`src/rtl/assert_macros.svh`:
```
// Assertion macros shared by the RTL modules.
`ifndef ASSERT_MACROS_SVH
`define ASSERT_MACROS_SVH
// Property a implies property b at every clock edge, held off in reset.
`define ASSERT_IMPL(label, clk, rst_n, a, b) \
	label: assert property (@(posedge clk) disable iff (!rst_n) (a) |-> (b)) \
		else $error("assertion failed");
// Property a implies property b in the following cycle.
`define ASSERT_NEXT(label, clk, rst_n, a, b) \
	label: assert property (@(posedge clk) disable iff (!rst_n) (a) |=> (b)) \
		else $error("assertion failed");
`endif

```
`src/rtl/i8dq_pkg.sv`:
```
// Package with types and constants of the int8 dot product epilogue.
`timescale 1ns / 1ps
package i8dq_pkg;
	localparam logic [2:0] REG_OUTPUT_INT8 = 3'd0;
	localparam logic [2:0] REG_USE_INPUT_SCALE = 3'd1;
	localparam logic [2:0] REG_USE_INPUT_BIAS = 3'd2;
	localparam logic [2:0] REG_USE_BIAS = 3'd3;
	localparam logic [2:0] REG_CLAMP_ENABLE = 3'd4;
	localparam logic [2:0] REG_CLAMP_LOW = 3'd5;
	localparam logic [2:0] REG_CLAMP_HIGH = 3'd6;

	// Epilogue step that the datapath performs this cycle.
	typedef enum logic [2:0] {
		OP_NONE = 3'd0,
		OP_SCALE = 3'd1,
		OP_INSCALE = 3'd2,
		OP_SRCBIAS = 3'd3,
		OP_INBIAS = 3'd4,
		OP_FINISH = 3'd5
	} op_t;

	typedef struct packed {
		logic load;
		op_t op;
	} dp_cmd_t;

	typedef struct packed {
		logic use_input_scale;
		logic use_input_bias;
	} dp_stat_t;

	function automatic logic signed [31:0] sat32(input logic signed [65:0] v);
		logic signed [31:0] r;
		if (v > 66'sd2147483647) r = 32'sh7fffffff;
		else if (v < -66'sd2147483648) r = 32'sh80000000;
		else r = v[31:0];
		return r;
	endfunction
endpackage

```
`src/rtl/i8dq_ctrl.sv`:
```
// Controller that sequences the block-end epilogue steps.
`timescale 1ns / 1ps
`include "assert_macros.svh"
module i8dq_ctrl (
	input logic clk,
	input logic arst_n,
	input logic start,
	input i8dq_pkg::dp_stat_t stat,
	input logic out_ready,
	output i8dq_pkg::dp_cmd_t cmd,
	output logic busy
);
	typedef enum logic [5:0] {
		ST_IDLE = 6'b000001,
		ST_SCALE = 6'b000010,
		ST_INSCALE = 6'b000100,
		ST_SRCBIAS = 6'b001000,
		ST_INBIAS = 6'b010000,
		ST_FINISH = 6'b100000
	} state_t;
	state_t state_q;

	// Next state: skip optional steps.
	always_ff @(posedge clk or negedge arst_n) begin
		if (!arst_n) begin
			state_q <= ST_IDLE;
		end else begin
			unique case (state_q)
				ST_IDLE: if (start) state_q <= ST_SCALE;
				ST_SCALE: state_q <= stat.use_input_scale ? ST_INSCALE : ST_SRCBIAS;
				ST_INSCALE: state_q <= ST_SRCBIAS;
				ST_SRCBIAS: state_q <= stat.use_input_bias ? ST_INBIAS : ST_FINISH;
				ST_INBIAS: state_q <= ST_FINISH;
				ST_FINISH: if (out_ready) state_q <= ST_IDLE;
				default: state_q <= ST_IDLE;
			endcase
		end
	end

	// Command decode.
	always_comb begin
		cmd.load = (state_q == ST_IDLE) && start;
		unique case (state_q)
			ST_SCALE: cmd.op = i8dq_pkg::OP_SCALE;
			ST_INSCALE: cmd.op = i8dq_pkg::OP_INSCALE;
			ST_SRCBIAS: cmd.op = i8dq_pkg::OP_SRCBIAS;
			ST_INBIAS: cmd.op = i8dq_pkg::OP_INBIAS;
			ST_FINISH: cmd.op = out_ready ? i8dq_pkg::OP_FINISH : i8dq_pkg::OP_NONE;
			default: cmd.op = i8dq_pkg::OP_NONE;
		endcase
	end
	assign busy = (state_q != ST_IDLE);

	`ASSERT_NEXT(a_start_goes_busy, clk, arst_n, cmd.load, busy)
	`ASSERT_IMPL(a_load_only_idle, clk, arst_n, cmd.load, state_q == ST_IDLE)
	`ASSERT_NEXT(a_finish_waits, clk, arst_n, state_q == ST_FINISH && !out_ready,
		state_q == ST_FINISH)
endmodule

```
`config.mk`:
```
export PLATFORM = sky130hd
export DESIGN_NAME = i8dq_ctrl
export DESIGN_NICKNAME = d
export VERILOG_FILES = /design/src/rtl/i8dq_pkg.sv /design/src/rtl/i8dq_ctrl.sv
export VERILOG_INCLUDE_DIRS = /design/src /design/src/rtl
export SDC_FILE = /design/constraint.sdc
export NUM_CORES = 1
export LEC_CHECK = 0
export BUFFER_PORTS_ARGS = -buffer_cell sky130_fd_sc_hd__buf_2
export CELL_PAD_IN_SITES_DETAIL_PLACEMENT = 1
export CELL_PAD_IN_SITES_GLOBAL_PLACEMENT = 1
export CORE_MARGIN = 2
export CORE_UTILIZATION = 30
export DETAILED_ROUTE_END_ITERATION = 10
export PLACE_DENSITY = 0.62
export SYNTH_ARGS = -nofsm -noshare
export SYNTH_HDL_FRONTEND = slang
export SYNTH_SLANG_ARGS = --single-unit
```
`constraint.sdc`:
```
create_clock -name clk -period 3.91 [get_ports clk]
set_input_delay 0.782 -clock clk [delete_from_list [all_inputs] [get_ports clk]]
set_output_delay 0.782 -clock clk [all_outputs]
set_load 0.02 [all_outputs]
```
# Yosys cells after proc, flatten, opt, wreduce, memory -nomap -nowiden
# Cells that the tools add are included.
# totals
register_bits,6
latch_bits,0
mem_bits_rw,0
mem_bits_ro,0
inputBits,6
output_inout_bits,5
n_memories,0
# classes
n_addsub,0
mul,0
div_mod_pow,0
magnitude_cmp,0
eq_ne,9
shift,0
muxes,7
bitwise,0
n_reduce_logical,2
# op_table
cell,n
6-bit one-hot mux with 6 select lines,1
6-bit 2-to-1 mux,3
3-bit one-hot mux with 5 select lines,1
"6-bit by 1-bit equality test with 1-bit output, second input constant",1
"6-bit by 2-bit equality test with 1-bit output, second input constant",1
"6-bit by 3-bit equality test with 1-bit output, second input constant",1
"6-bit by 4-bit equality test with 1-bit output, second input constant",1
"6-bit by 5-bit equality test with 1-bit output, second input constant",1
"6-bit equality test, second input constant",1
"6-bit by 1-bit != test with 1-bit output, second input constant",1
4-bit 2-to-1 mux,1
"2-bit != test, second input constant",2
3-bit 2-to-1 mux,1
2-bit AND reduction,1
1-bit logical AND,1

# Depth between registers and ports, before layout
# depth
word_depth,3
ltp_mapped,4
depth_no_buf,3

# Least setup slack after synthesis
# No wires, ideal clock.
# synth_timing
path_type,register -> output
startpoint,reg state_q[5]
endpoint,out cmd[1] (netlist name)
arrival_ns,1.357
required_time_ns,3.128
setup_slack_ns,1.771
stages_incl_launch_ff,4
path_buffers,1
cell_sequence,dfrtp_1 buf_6 or3_1 nor3_1
# synth_rtl
item,line_no,source
"start, declared",i8dq_ctrl.sv:21,state_t state_q;
"start signal, assigned",i8dq_ctrl.sv:30,ST_SCALE: state_q <= stat.use_input_scale ? ST_INSCALE : ST_SRCBIAS;
"start signal, assigned",i8dq_ctrl.sv:32,ST_SRCBIAS: state_q <= stat.use_input_bias ? ST_INBIAS : ST_FINISH;
"end, declared",i8dq_ctrl.sv:10,"output i8dq_pkg::dp_cmd_t cmd,"

==> impl_metrics.py <==
metrics = {
    "run_status": {
        "outcome": "finished, final reports clean",
    },
    "yosys": {
        "synth-seq-cells": 6,
        "synth_cells": 44,
        "ys_async_sr_fraction_pct": 100,
        "yosysWarningCount": 0,
        "yosys.cell_types.count": 25,
        "synth_largest_type_area_fraction_pct": 30.2,
        "synth_area_leaders": "dfrtp_1, buf_6, dfstp_2, nor3_1, and4_1",
        "synth_flop_cell": "dfrtp_1",
        "synth_seq_area_share_pct": 36.6,
        "netlist_top_cells_count": "dfrtp_1, nor3_1, buf_6, nor2_1",
        "synth_largest_area_cell": "dfrtp_1",
        "synthesis.area_um2": 414,
        "synthesis.area_per_instance_um2": 9.41,
        "synth_enable_flop_cells": 0,
        "syn_nets": 50,
    },
    "global_route": {
        "gr-usage-met3_pct": 3.26,
        "met1_track_usage_gr_pct": 16.6,
        "globalRouteMet2Util_pct": 16.8,
        "grt_usage_pct": 13.5,
        "grt_most_used_layer": "met4",
        "grt_start_max_net_pins": 12,
        "grt_overflow": 0,
        "grt_first_pass_wirelength_um": 1290,
        "grt_pass1_vias": 279,
        "number_of_antenna_violations_at_the_first_check_in_global_routing": 0,
    },
    "place": {
        "globalplace.congestion": 0.691,
        "post-place-cells": 65,
        "placedInstanceArea_um2": 442,
        "number_of_port_buffers": 10,
        "placement.setup.worst_slack_ps": 1720,
        "dp.final_hpwl_um": 665,
    },
    "drt": {
        "antenna_left": 0,
        "detailedRoute.firstIterationViolations": 4,
        "vias": 366,
        "wl_per_cell_um": 12.8,
        "drc": 0,
        "post_drt_via_cell_ratio": 5.30,
        "wirelength_um": 885,
        "drt_first_pass_iters": 4,
    },
    "clock_tree": {
        "postCtsSetupRepairBufs": 0,
        "cts_tree": "done",
        "buffer_depth_of_the_longest_clock_path": 2,
        "cts-htree-levels": 1,
        "cts-buffers-inserted": 3,
        "cts.clk_slew.worst_paths_ps": 50,
        "clockRootBuffer": "clkbuf_4",
        "cts_repair_resize_count": 0,
        "clock_latency_ps": 240,
        "ctsHoldBuffers": 0,
        "cts.sink_count": 6,
    },
    "setup_path": {
        "critPathBufInv": 1,
        "worst_setup_path_start_kind": "flop",
        "cp.arrival_ps": 1600,
        "worst_path_dominant_cell_family": "simple AND/OR/NAND/NOR gates",
        "ordered_list_of_cells_on_the_worst_path": "or4_4 -> a21oi_1 -> buf_2",
        "timing.critical_path.slowest_cell_delay_ps": 560,
        "cp_slowest_cell": "or4_4",
        "required_ps": 3130,
        "endpoint_kind": "primary output",
        "critPathMaxFanout": 11,
        "timing_worst_setup_path_type": "flop to primary output",
    },
    "final_layout": {
        "largest_register_ffs": 6,
        "num_antenna_cells": 0,
        "final_design_area_no_fill_um2": 468,
        "biggestRegsByFlops": "state_q: 6 flops",
        "area.growth.synth_to_final_pct": 13.0,
        "fin_cells": 69,
        "registers.top_by_ff_count": "state_q",
        "utilization_pct": 36.0,
        "nNetsFinal": 61,
        "drive_above_1_share_pct": 35.2,
    },
    "timing": {
        "final_count_of_hold_timing_violations": 0,
        "grt_setup_unrepaired": "no",
        "finalSetupViolations": 0,
        "fin_crit_sh_pct": 60.9,
        "fmax_ghz": 0.420,
        "worst_slew_margin_rel_pct": 77.9,
        "tightest_slew_ps": 331,
        "postLayoutSetupSlackWorst_ps": 1530,
        "slew_viol_final": 0,
        "tns_ps": 0,
        "finalHoldWorstSlack_ps": 348,
        "final_period_minus_worst_setup_slack_ps": 2380,
        "finalClockSkew_ps": 9.22,
    },
    "pwr": {
        "power.ir.vdd_worst_mv": 0.219,
        "total_leakage_power_nw": 0.207,
        "total_power_mw": 0.276,
        "power_per_cell_area_nw_per_um2": 590,
    },
    "hold_path": {
        "hp-class": "primary input to async pin",
    },
    "floorplan": {
        "core_um2": 1300,
        "die_h_um": 41.2,
        "floorplan.die.width_um": 41.2,
        "start_util_pct": 31.8,
        "fp.dieArea_um2": 1690,
        "floorplan.rows": 13,
        "boundaryPins": 11,
    },
    "run": {
        "timing.max_cap.violations": 0,
    },
}
## where the power goes
group / switching (mW) / internal (mW)
registers: 0.0273 / 0.0777
clock network: 0.0216 / 0.0386
logic: 0.0590 / 0.0517
total: 0.108 / 0.168
## kinds of logic (layout without fill, tap and decap cells)
logic type	Yosys count	after routing	share of synthesized area (%)
AND/OR/NAND/NOR	24	24	36.9
AO/OA/AOI/OAI	7	7	11.2
flip-flops	6	6	36.6
buffers and inverters	5	15	10.9
XOR/XNOR	1	1	2.12
multiplexers	1	1	2.42
## placed cells by master (no fill, tap or decap), drive strengths merged
cell	n
o21ai	1
nand2	2
nor3	5
and4	2
or2b	1
mux2i	1
a21o	2
nand3b	2
a21oi	3
or3b	2
or4	1
nand3	1
nand2b	1
dfstp	1
buf	10
clkbuf	4
dfrtp	5
nor4	2
or3	2
inv	1
xnor2	1
a211oi	1
nor2	3
## final cells by class
cell class,instances,area (µm²)
Fill cell,166,833
Multi-Input combinational cell,33,218
Sequential cell,6,151
Timing Repair Buffer,10,50.0
Clock buffer,4,26.3
Tap cell,15,18.8
Inverter,1,3.75
## routing by layer
metal,vias to the layer above,share of wire (%)
li1,180,-
met2,11,47
met3,2,5.9
met4,0,3.1
met1,173,44
met5,-,0
## final timing paths
check | startpoint | end | slack, ps | depth (start not counted)
setup / recovery | state_q[1] | cmd[2] | 1530 | 3
max in group asynchronous | arst_n | state_q[0] | 3330 | 1
hold reg to reg | state_q[0] | state_q[1] | 570 | 1
min in group clk | state_q[0] | state_q[1] | 570 | 1
hold / removal | arst_n | state_q[2] | 350 | 1
setup reg to reg | state_q[1] | state_q[5] | 2500 | 3
Note: power is estimated with default switching activity, not from simulation.
